## src/hdl/ccs_pkg.sv

```systemverilog
// Shared types and constants for the C block comment stripper.
// Holds the scan state encoding, character codes and the queue entry type.
// No dependencies.
package ccs_pkg;

   // Character codes the scanner looks for
   localparam logic [7:0] CH_SLASH     = 8'h2F;
   localparam logic [7:0] CH_STAR      = 8'h2A;
   localparam logic [7:0] CH_SQUOTE    = 8'h27;
   localparam logic [7:0] CH_DQUOTE    = 8'h22;
   localparam logic [7:0] CH_BACKSLASH = 8'h5C;

   // Default depth of the queue between front and back
   localparam int QUEUE_DEPTH = 2;

   // Scanner state
   typedef enum logic [2:0] {
      SCAN_NORMAL  = 3'd0,
      SCAN_SLASH   = 3'd1,
      SCAN_COMMENT = 3'd2,
      SCAN_CSTAR   = 3'd3,
      SCAN_QUOTE   = 3'd4,
      SCAN_QESC    = 3'd5
   } scan_mode_type;

   // One queued command: pair means a held-back slash goes out before ch
   typedef struct packed {
      logic       pair;
      logic [7:0] ch;
   } cmd_type;

   // Queue status seen by the front and the back
   typedef struct packed {
      logic full;
      logic empty;
   } q_status_type;

endpackage

```

## src/hdl/ccs_if.sv

```systemverilog
// Valid/ready channel interfaces for the comment stripper.
// Depends on nothing; payload widths follow the byte stream.
interface ccs_req_if;
   logic       valid;
   logic       ready;
   logic [7:0] in_char;

   modport source (output valid, output in_char, input ready);
   modport sink   (input valid, input in_char, output ready);
endinterface

interface ccs_rsp_if;
   logic       valid;
   logic       ready;
   logic [7:0] out_char;
   logic       last;

   modport source (output valid, output out_char, output last, input ready);
   modport sink   (input valid, input out_char, input last, output ready);
endinterface

```

## src/hdl/c_block_comment_stripper.sv

```systemverilog
// Top level of the C block comment stripper.
// Depends on ccs_pkg, ccs_if, ccs_front, ccs_queue and ccs_back.
//
//  Channel  Dir  Payload             Transfer
//  req_ch   in   in_char[7:0]        valid && ready
//  rsp_ch   out  out_char[7:0], last valid && ready
//
// An item is classified in the cycle it is accepted; its first result passes
// through the command queue and the output register to rsp_ch when the back end is free.
// Items with one result sustain one item per cycle while rsp_ch is ready; a slash
// followed by a non-star, non-slash byte gives two results, the held slash and then
// the byte, which leave the output register one after the other.
// Items inside a comment produce nothing, but still wait while the queue is full.
// Reset (synchronous) returns the scanner to normal text and empties the queue.
// req_ch.ready drops only when the command queue is full.
module c_block_comment_stripper #(
   parameter int QueueDepth = ccs_pkg::QUEUE_DEPTH
) (
   input logic       clock,
   input logic       reset,
   ccs_req_if.sink   req_ch,
   ccs_rsp_if.source rsp_ch
);

   ccs_pkg::q_status_type q_status;
   ccs_pkg::cmd_type      push_cmd;
   ccs_pkg::cmd_type      head;
   logic                  push;
   logic                  pop;

   ccs_front u_front (
      .clock       (clock),
      .reset       (reset),
      .req_valid   (req_ch.valid),
      .req_ready   (req_ch.ready),
      .req_in_char (req_ch.in_char),
      .q_status    (q_status),
      .push        (push),
      .push_cmd    (push_cmd)
   );

   ccs_queue #(
      .Depth (QueueDepth)
   ) u_queue (
      .clock    (clock),
      .reset    (reset),
      .push     (push),
      .push_cmd (push_cmd),
      .pop      (pop),
      .head     (head),
      .q_status (q_status)
   );

   ccs_back u_back (
      .clock        (clock),
      .reset        (reset),
      .head         (head),
      .q_status     (q_status),
      .pop          (pop),
      .rsp_valid    (rsp_ch.valid),
      .rsp_ready    (rsp_ch.ready),
      .rsp_out_char (rsp_ch.out_char),
      .rsp_last     (rsp_ch.last)
   );

endmodule

```

## src/hdl/ccs_front.sv

```systemverilog
// Front end: accepts source bytes and runs the comment scanner.
// Pushes one command per item that yields output. Uses ccs_pkg.
module ccs_front (
   input  logic                  clock,
   input  logic                  reset,
   input  logic                  req_valid,
   output logic                  req_ready,
   input  logic [7:0]            req_in_char,
   input  ccs_pkg::q_status_type q_status,
   output logic                  push,
   output ccs_pkg::cmd_type      push_cmd
);

   ccs_pkg::scan_mode_type scan_ff, scan_in;
   logic                   dquote_ff, dquote_in;
   logic                   accept;
   logic [7:0]             closer;

   assign req_ready = !q_status.full;
   assign accept    = req_valid && req_ready;
   assign closer    = dquote_ff ? ccs_pkg::CH_DQUOTE : ccs_pkg::CH_SQUOTE;

   // Next scanner state
   always_comb begin
      scan_in   = scan_ff;
      dquote_in = dquote_ff;
      if (accept) begin
         case (scan_ff)
            ccs_pkg::SCAN_SLASH: begin
               if (req_in_char == ccs_pkg::CH_STAR) begin
                  scan_in = ccs_pkg::SCAN_COMMENT;
               end else if (req_in_char != ccs_pkg::CH_SLASH) begin
                  scan_in = ccs_pkg::SCAN_NORMAL;
               end
            end
            ccs_pkg::SCAN_COMMENT: begin
               if (req_in_char == ccs_pkg::CH_STAR) begin
                  scan_in = ccs_pkg::SCAN_CSTAR;
               end
            end
            ccs_pkg::SCAN_CSTAR: begin
               if (req_in_char == ccs_pkg::CH_SLASH) begin
                  scan_in = ccs_pkg::SCAN_NORMAL;
               end else if (req_in_char != ccs_pkg::CH_STAR) begin
                  scan_in = ccs_pkg::SCAN_COMMENT;
               end
            end
            ccs_pkg::SCAN_QUOTE: begin
               if (req_in_char == closer) begin
                  scan_in = ccs_pkg::SCAN_NORMAL;
               end else if (req_in_char == ccs_pkg::CH_BACKSLASH) begin
                  scan_in = ccs_pkg::SCAN_QESC;
               end
            end
            ccs_pkg::SCAN_QESC: begin
               scan_in = ccs_pkg::SCAN_QUOTE;
            end
            default: begin
               scan_in = ccs_pkg::SCAN_NORMAL;
               if (req_in_char == ccs_pkg::CH_SLASH) begin
                  scan_in = ccs_pkg::SCAN_SLASH;
               end else if (req_in_char == ccs_pkg::CH_SQUOTE ||
                            req_in_char == ccs_pkg::CH_DQUOTE) begin
                  scan_in   = ccs_pkg::SCAN_QUOTE;
                  dquote_in = (req_in_char == ccs_pkg::CH_DQUOTE);
               end
            end
         endcase
      end
   end

   // Command for the back end
   always_comb begin
      push          = 1'b0;
      push_cmd.pair = 1'b0;
      push_cmd.ch   = req_in_char;
      case (scan_ff)
         ccs_pkg::SCAN_SLASH: begin
            // star opens a comment; otherwise the held slash comes out
            push          = accept && (req_in_char != ccs_pkg::CH_STAR);
            push_cmd.pair = (req_in_char != ccs_pkg::CH_SLASH);
         end
         ccs_pkg::SCAN_COMMENT,
         ccs_pkg::SCAN_CSTAR: begin
            push = 1'b0;
         end
         ccs_pkg::SCAN_QUOTE,
         ccs_pkg::SCAN_QESC: begin
            push = accept;
         end
         default: begin
            push = accept && (req_in_char != ccs_pkg::CH_SLASH);
         end
      endcase
   end

   always_ff @(posedge clock) begin
      if (reset) begin
         scan_ff   <= ccs_pkg::SCAN_NORMAL;
         dquote_ff <= 1'b0;
      end else begin
         scan_ff   <= scan_in;
         dquote_ff <= dquote_in;
      end
   end

   // Nothing comes out of a comment
   a_no_push_in_comment: assert property (@(posedge clock) disable iff (reset)
      (scan_ff == ccs_pkg::SCAN_COMMENT || scan_ff == ccs_pkg::SCAN_CSTAR) |-> !push)
      else $error("front pushed a command inside a comment");

   // A slash-star pair always enters a comment
   a_open_comment: assert property (@(posedge clock) disable iff (reset)
      (accept && scan_ff == ccs_pkg::SCAN_SLASH && req_in_char == ccs_pkg::CH_STAR)
      |=> scan_ff == ccs_pkg::SCAN_COMMENT)
      else $error("slash-star did not open a comment");

   // A pair command only follows a pending slash
   a_pair_source: assert property (@(posedge clock) disable iff (reset)
      (push && push_cmd.pair) |-> scan_ff == ccs_pkg::SCAN_SLASH)
      else $error("pair command outside slash pending");

endmodule

```

## src/hdl/ccs_queue.sv

```systemverilog
// Short command queue between the scanner front and the output back end.
// Register array with read and write pointers. Uses ccs_pkg.
module ccs_queue #(
   parameter int Depth = ccs_pkg::QUEUE_DEPTH
) (
   input  logic                  clock,
   input  logic                  reset,
   input  logic                  push,
   input  ccs_pkg::cmd_type      push_cmd,
   input  logic                  pop,
   output ccs_pkg::cmd_type      head,
   output ccs_pkg::q_status_type q_status
);

   localparam int PtrW = (Depth > 1) ? $clog2(Depth) : 1;
   localparam int CntW = $clog2(Depth + 1);

   ccs_pkg::cmd_type entry_ff [Depth];
   logic [PtrW-1:0]  wr_ptr_ff, wr_ptr_in;
   logic [PtrW-1:0]  rd_ptr_ff, rd_ptr_in;
   logic [CntW-1:0]  count_ff, count_in;

   assign q_status.full  = (count_ff == CntW'(Depth));
   assign q_status.empty = (count_ff == '0);
   assign head           = entry_ff[rd_ptr_ff];

   // Pointer and fill count update
   always_comb begin
      wr_ptr_in = wr_ptr_ff;
      rd_ptr_in = rd_ptr_ff;
      count_in  = count_ff;
      if (push) begin
         wr_ptr_in = (wr_ptr_ff == PtrW'(Depth - 1)) ? '0 : wr_ptr_ff + 1'b1;
      end
      if (pop) begin
         rd_ptr_in = (rd_ptr_ff == PtrW'(Depth - 1)) ? '0 : rd_ptr_ff + 1'b1;
      end
      if (push && !pop) begin
         count_in = count_ff + 1'b1;
      end else if (pop && !push) begin
         count_in = count_ff - 1'b1;
      end
   end

   always_ff @(posedge clock) begin
      if (reset) begin
         wr_ptr_ff <= '0;
         rd_ptr_ff <= '0;
         count_ff  <= '0;
      end else begin
         wr_ptr_ff <= wr_ptr_in;
         rd_ptr_ff <= rd_ptr_in;
         count_ff  <= count_in;
      end
   end

   // Entry storage
   always_ff @(posedge clock) begin
      if (push) begin
         entry_ff[wr_ptr_ff] <= push_cmd;
      end
   end

   a_no_overflow: assert property (@(posedge clock) disable iff (reset)
      push |-> !q_status.full)
      else $error("queue push while full");

   a_no_underflow: assert property (@(posedge clock) disable iff (reset)
      pop |-> !q_status.empty)
      else $error("queue pop while empty");

   a_count_range: assert property (@(posedge clock) disable iff (reset)
      count_ff <= CntW'(Depth))
      else $error("queue count out of range");

endmodule

```

## src/hdl/ccs_back.sv

```systemverilog
// Back end: turns queued commands into output bytes, one per cycle while rsp_ready allows.
// A pair command sends the held slash first, then its byte. Uses ccs_pkg.
module ccs_back (
   input  logic                  clock,
   input  logic                  reset,
   input  ccs_pkg::cmd_type      head,
   input  ccs_pkg::q_status_type q_status,
   output logic                  pop,
   output logic                  rsp_valid,
   input  logic                  rsp_ready,
   output logic [7:0]            rsp_out_char,
   output logic                  rsp_last
);

   logic       valid_ff, valid_in;
   logic [7:0] char_ff, char_in;
   logic       last_ff, last_in;
   logic       half_ff, half_in;
   logic       load;

   // Output register frees up when empty or being taken
   assign load = !valid_ff || rsp_ready;

   always_comb begin
      valid_in = valid_ff;
      char_in  = char_ff;
      last_in  = last_ff;
      half_in  = half_ff;
      pop      = 1'b0;
      if (load) begin
         valid_in = !q_status.empty;
         if (!q_status.empty) begin
            if (head.pair && !half_ff) begin
               // held slash goes first, byte follows next
               char_in = ccs_pkg::CH_SLASH;
               last_in = 1'b0;
               half_in = 1'b1;
            end else begin
               char_in = head.ch;
               last_in = 1'b1;
               half_in = 1'b0;
               pop     = 1'b1;
            end
         end
      end
   end

   always_ff @(posedge clock) begin
      if (reset) begin
         valid_ff <= 1'b0;
         half_ff  <= 1'b0;
      end else begin
         valid_ff <= valid_in;
         half_ff  <= half_in;
      end
   end

   always_ff @(posedge clock) begin
      char_ff <= char_in;
      last_ff <= last_in;
   end

   assign rsp_valid    = valid_ff;
   assign rsp_out_char = char_ff;
   assign rsp_last     = last_ff;

   // A non-final result is always the held slash, with its byte still queued
   a_first_half: assert property (@(posedge clock) disable iff (reset)
      (valid_ff && !last_ff) |-> (char_ff == ccs_pkg::CH_SLASH && half_ff))
      else $error("non-final result is not a pending slash");

   // Second half is owed to the head entry, which must still be there
   a_half_head: assert property (@(posedge clock) disable iff (reset)
      half_ff |-> (!q_status.empty && head.pair))
      else $error("second half pending without its entry");

   // A stalled result holds steady
   a_hold: assert property (@(posedge clock) disable iff (reset)
      (valid_ff && !rsp_ready) |=> (valid_ff && $stable(char_ff) && $stable(last_ff)))
      else $error("stalled result changed");

endmodule

```

## src/flat_wrapper.sv

```systemverilog
// flat-port wrapper written by rule: the top's interface ports become plain ports
module c_block_comment_stripper_flat 
#(
   parameter int QueueDepth = ccs_pkg::QUEUE_DEPTH
)
  (clock, reset, req_ch_valid, req_ch_in_char, req_ch_ready, rsp_ch_valid, rsp_ch_out_char, rsp_ch_last, rsp_ch_ready);
  ccs_req_if req_ch_i ();
  ccs_rsp_if rsp_ch_i ();
  input logic clock;
  input logic reset;
  input wire logic [$bits(req_ch_i.valid)-1:0] req_ch_valid;
  input wire logic [$bits(req_ch_i.in_char)-1:0] req_ch_in_char;
  output wire logic [$bits(req_ch_i.ready)-1:0] req_ch_ready;
  output wire logic [$bits(rsp_ch_i.valid)-1:0] rsp_ch_valid;
  output wire logic [$bits(rsp_ch_i.out_char)-1:0] rsp_ch_out_char;
  output wire logic [$bits(rsp_ch_i.last)-1:0] rsp_ch_last;
  input wire logic [$bits(rsp_ch_i.ready)-1:0] rsp_ch_ready;
  assign req_ch_i.valid = req_ch_valid;
  assign req_ch_i.in_char = req_ch_in_char;
  assign req_ch_ready = req_ch_i.ready;
  assign rsp_ch_valid = rsp_ch_i.valid;
  assign rsp_ch_out_char = rsp_ch_i.out_char;
  assign rsp_ch_last = rsp_ch_i.last;
  assign rsp_ch_i.ready = rsp_ch_ready;
  c_block_comment_stripper #(.QueueDepth(QueueDepth)) u_core (.clock(clock), .reset(reset), .req_ch(req_ch_i), .rsp_ch(rsp_ch_i));
endmodule
```

## config.mk

```make
export PLATFORM = sky130hd
export DESIGN_NAME = c_block_comment_stripper_flat
export DESIGN_NICKNAME = d
export VERILOG_FILES = /design/src/hdl/ccs_pkg.sv /design/src/hdl/ccs_if.sv /design/src/hdl/c_block_comment_stripper.sv /design/src/hdl/ccs_front.sv /design/src/hdl/ccs_queue.sv /design/src/hdl/ccs_back.sv /design/src/flat_wrapper.sv
export SDC_FILE = /design/constraint.sdc
export NUM_CORES = 1
export LEC_CHECK = 0
export ABC_AREA = 0
export BUFFER_PORTS_ARGS = -buffer_cell sky130_fd_sc_hd__buf_2
export CORE_MARGIN = 1.5
export CORE_UTILIZATION = 51
export CTS_CLUSTER_DIAMETER = 30
export DETAILED_ROUTE_END_ITERATION = 10
export PLACE_DENSITY = 0.75
export SETUP_SLACK_MARGIN = 0.2
export SYNTH_ARGS = -nofsm -noshare
export SYNTH_HDL_FRONTEND = slang
export SYNTH_SLANG_ARGS = --single-unit
export TNS_END_PERCENT = 100
```

## constraint.sdc

```tcl
create_clock -name clock -period 1.9 [get_ports clock]
set_input_delay 0.19 -clock clock [delete_from_list [all_inputs] [get_ports clock]]
set_output_delay 0.19 -clock clock [all_outputs]
set_load 0.02 [all_outputs]
```

==> results.cfg <==
[layout]
drive_above_1_share_pct = 45.2
nFillCells = 241
fin_area_mm2 = 0.00226
area_growth_pct = 28.0
final_nets = 209
n_antenna_cell = 0

[sta]
layout_setup_ws_ns = 0.221
worst-slew-pin-transition_ns = 0.413
rsz0062_at_grt = true
finalCriticalPeriod_ns = 1.68
slew_violations = 0
finalSetupViolCount = 0
clock-skew-final_ns = 0.0125
maxSlewHeadroom_pct = 72.3
max_freq_mhz = 596
final.period_utilization_pct = 88.3
hold_violations = 0

[floorplan]
die_w_um = 61.9
initial_core_util_pct = 52.9
die_h_um = 61.9
rows = 21
fp.coreArea_mm2 = 0.00334
fp.dieArea_mm2 = 0.00383
io_pins = 23

[route]
highest_layer = met4
viasPerCell = 5.30
dr_wl_met2_mm = 1.79
totalWireLength_mm = 3.36
met3_wirelength_um = 141
dr.pass1.iters = 4
post_drt_wl_per_cell_um = 13.8
num_vias = 1288
dr.first_iter.drc_count = 45
ant_nets = 0
drc = 0
wl_met1_mm = 1.36

[setup_path]
required_ns = 2.18
setup.worst_path.start_class = input port
crit_path_end_kind = register
cp.arrival_ns = 1.95
ff2ff_setup_slack_ns = 0.24
setup.worst_path.class = input port to register
critPathMaxFanout = 4

[status]
status = finished clean

[yosys]
synth.most_common_cell = edfxtp_1
synthTopCellsByCount = edfxtp_1 (27), nor2_1 (13), dfxtp_1 (11)
synth_edf_count = 27
netlist_area_mm2 = 0.00177
syn_nets = 154
synthTopCellsByArea = edfxtp_1 (46%), dfxtp_1 (12%), mux2i_1 (5.7%)
synth.largest_area_cell = edfxtp_1
synth-seq-area-share_pct = 58.4
synth_ff_type = edfxtp_1
synthArstFlopShare_pct = 0
synth.distinct_cells = 48
avgSynthCellArea_um2 = 12.5
synthCells = 141
synth-seq-cells = 38
yosysTopAreaCellShare_pct = 45.9
yosys_warnings = 0

[global_routing]
grt_antenna_before_repair = 0
grtUsageTotal_pct = 20.1
grt_pass1_vias = 1259
overflow = 0
grt_max_degree = 14
grt_pass1_wl_mm = 5.53

[clock_network]
root_buffer = clkbuf_4
cts_tree = built
htree_num_levels = 2
numClockSinks = 38
clkTransAtPathRegs_ns = 0.12
clk_latency_ns = 0.34
numCtsBuffers = 5
clock_path_buffers = 2

[placement]
gp_congestion = 0.853
dp_hpwl_mm = 2.46
placed_cell_area_mm2 = 0.00203
io_buffer_count = 22
place_worst_setup_slack_ns = -0.196

[power]
powerDensity_mw_per_mm2 = 1230
ir_drop_v = 0.000616
power_leakage_nw = 0.896

[hold_path]
hold_path.class = input port to register

[job]
maxCapViolCount = 0
-- state kept, by name, summed over array words and instances (netlist names), named ones only --
signal / cells
u_core.u_queue.entry_ff: 18
u_core.u_back.rsp_out_char: 8
u_core.u_front.scan_ff: 3
u_core.u_queue.count_ff: 2
u_core.u_back.half_ff: 1
u_core.u_back.rsp_last: 1
u_core.u_back.rsp_valid: 1
u_core.u_front.dquote_ff: 1
u_core.u_queue.rd_ptr_ff: 1
u_core.u_queue.wr_ptr_ff: 1
-- placed cells by master, fill, tap and decap left out, types with 2 or more instances in the layout --
cell type | synthesis | final
inv_2 | 0 | 2
clkbuf_4 | 0 | 5
dfxtp_2 | 0 | 3
nor4_1 | 2 | 2
a21oi_2 | 1 | 2
o21ai_0 | 2 | 2
and2_1 | 2 | 2
nand2_1 | 9 | 9
buf_2 | 1 | 22
nor2_1 | 13 | 12
bufinv_16 | 0 | 2
nand3_2 | 0 | 3
xor2_1 | 4 | 4
a21oi_1 | 8 | 7
dfxtp_1 | 11 | 8
or3_1 | 2 | 2
edfxtp_1 | 27 | 27
inv_1 | 5 | 3
nor3_1 | 3 | 3
mux2i_1 | 10 | 10
buf_4 | 1 | 32
o211ai_1 | 2 | 2
and3b_2 | 2 | 2
-- metal layers --
layer	up-vias	track usage, %
met2	35	34.9
met5	-	0
li1	633	-
met4	0	9.42
met3	8	5.18
met1	612	23.2
-- kinds of logic after synthesis --
group | synth area share (%)
buffers and inverters | 4.75
xor gates and xnor gates | 1.98
muxes | 5.67
and+or+nand+nor | 17.8
AOI/OAI and AO/OA | 10.8
adders and majority gates | 0.708
DFF | 58.4
-- through the flow --
stage / hold slack (ns) / std cells / util (%) / TNS, ns / power [mW]
floorplan: 0.289 / 141 / - / 0 / 1.80
global placement: 0.471 / 224 / 60.8 / -0.139 / 2.03
detailed placement: 0.485 / 224 / 60.8 / -0.259 / 2.07
CTS: 0.121 / 242 / 66.8 / 0 / 2.79
global route: 0.139 / 243 / 67.8 / 0 / 2.95
finish: 0.134 / 243 / 67.8 / 0 / 2.78
-- worst max-delay path, cell delays in order --
cell,delay [ns]
buf_2,0.12
nor4b_4,0.25
buf_4,0.18
nand3_2,0.08
buf_4,0.14
buf_4,0.12
buf_4,0.12
buf_4,0.12
buf_4,0.12
buf_4,0.12
a2bb2oi_1,0.21
nand4_1,0.12
nand2_1,0.08
-- path summary, 6_finish.rpt --
kind | from | end | depth (start not counted)
worst max-delay path | req_ch_in_char[6] | u_core.u_front.scan_ff[1] | 13
worst min-delay path | rsp_ch_ready | u_core.u_back.rsp_valid | 3
worst max register to register | u_core.u_front.scan_ff[0] | u_core.u_front.scan_ff[1] | 7
worst min register to register | u_core.u_queue.wr_ptr_ff | u_core.u_queue.wr_ptr_ff | 2
-- power breakdown --
group	switching (mW)	leakage (nW)	total [mW]	internal [mW]
combinational	0.503	0.497	0.871	0.368
sequential	0.0820	0.344	1.22	1.14
clock	0.273	0.0554	0.684	0.412
-- final cells by class --
type	instances	area [µm²]	area share, %
inverter	5	18.8	0.830
multi-input combinational	92	693	30.7
sequential	38	1030	45.8
clock inverter	3	68.8	3.04
tap	46	57.6	2.55
timing repair buffer	54	350	15.5
clock buffer	5	37.5	1.66
-- what timing repair did --
| item | 4_1_cts | 5_1_grt |
|---|---|---|
| hold buffers | 0 | 0 |
| pin swaps | 8 | 3 |
| setup endpoints to repair | 2 | 3 |
| buffers inserted | 10 | 1 |
| resized for setup | 7 | 7 |
No activity file was read; power rests on OpenSTA's default activity.
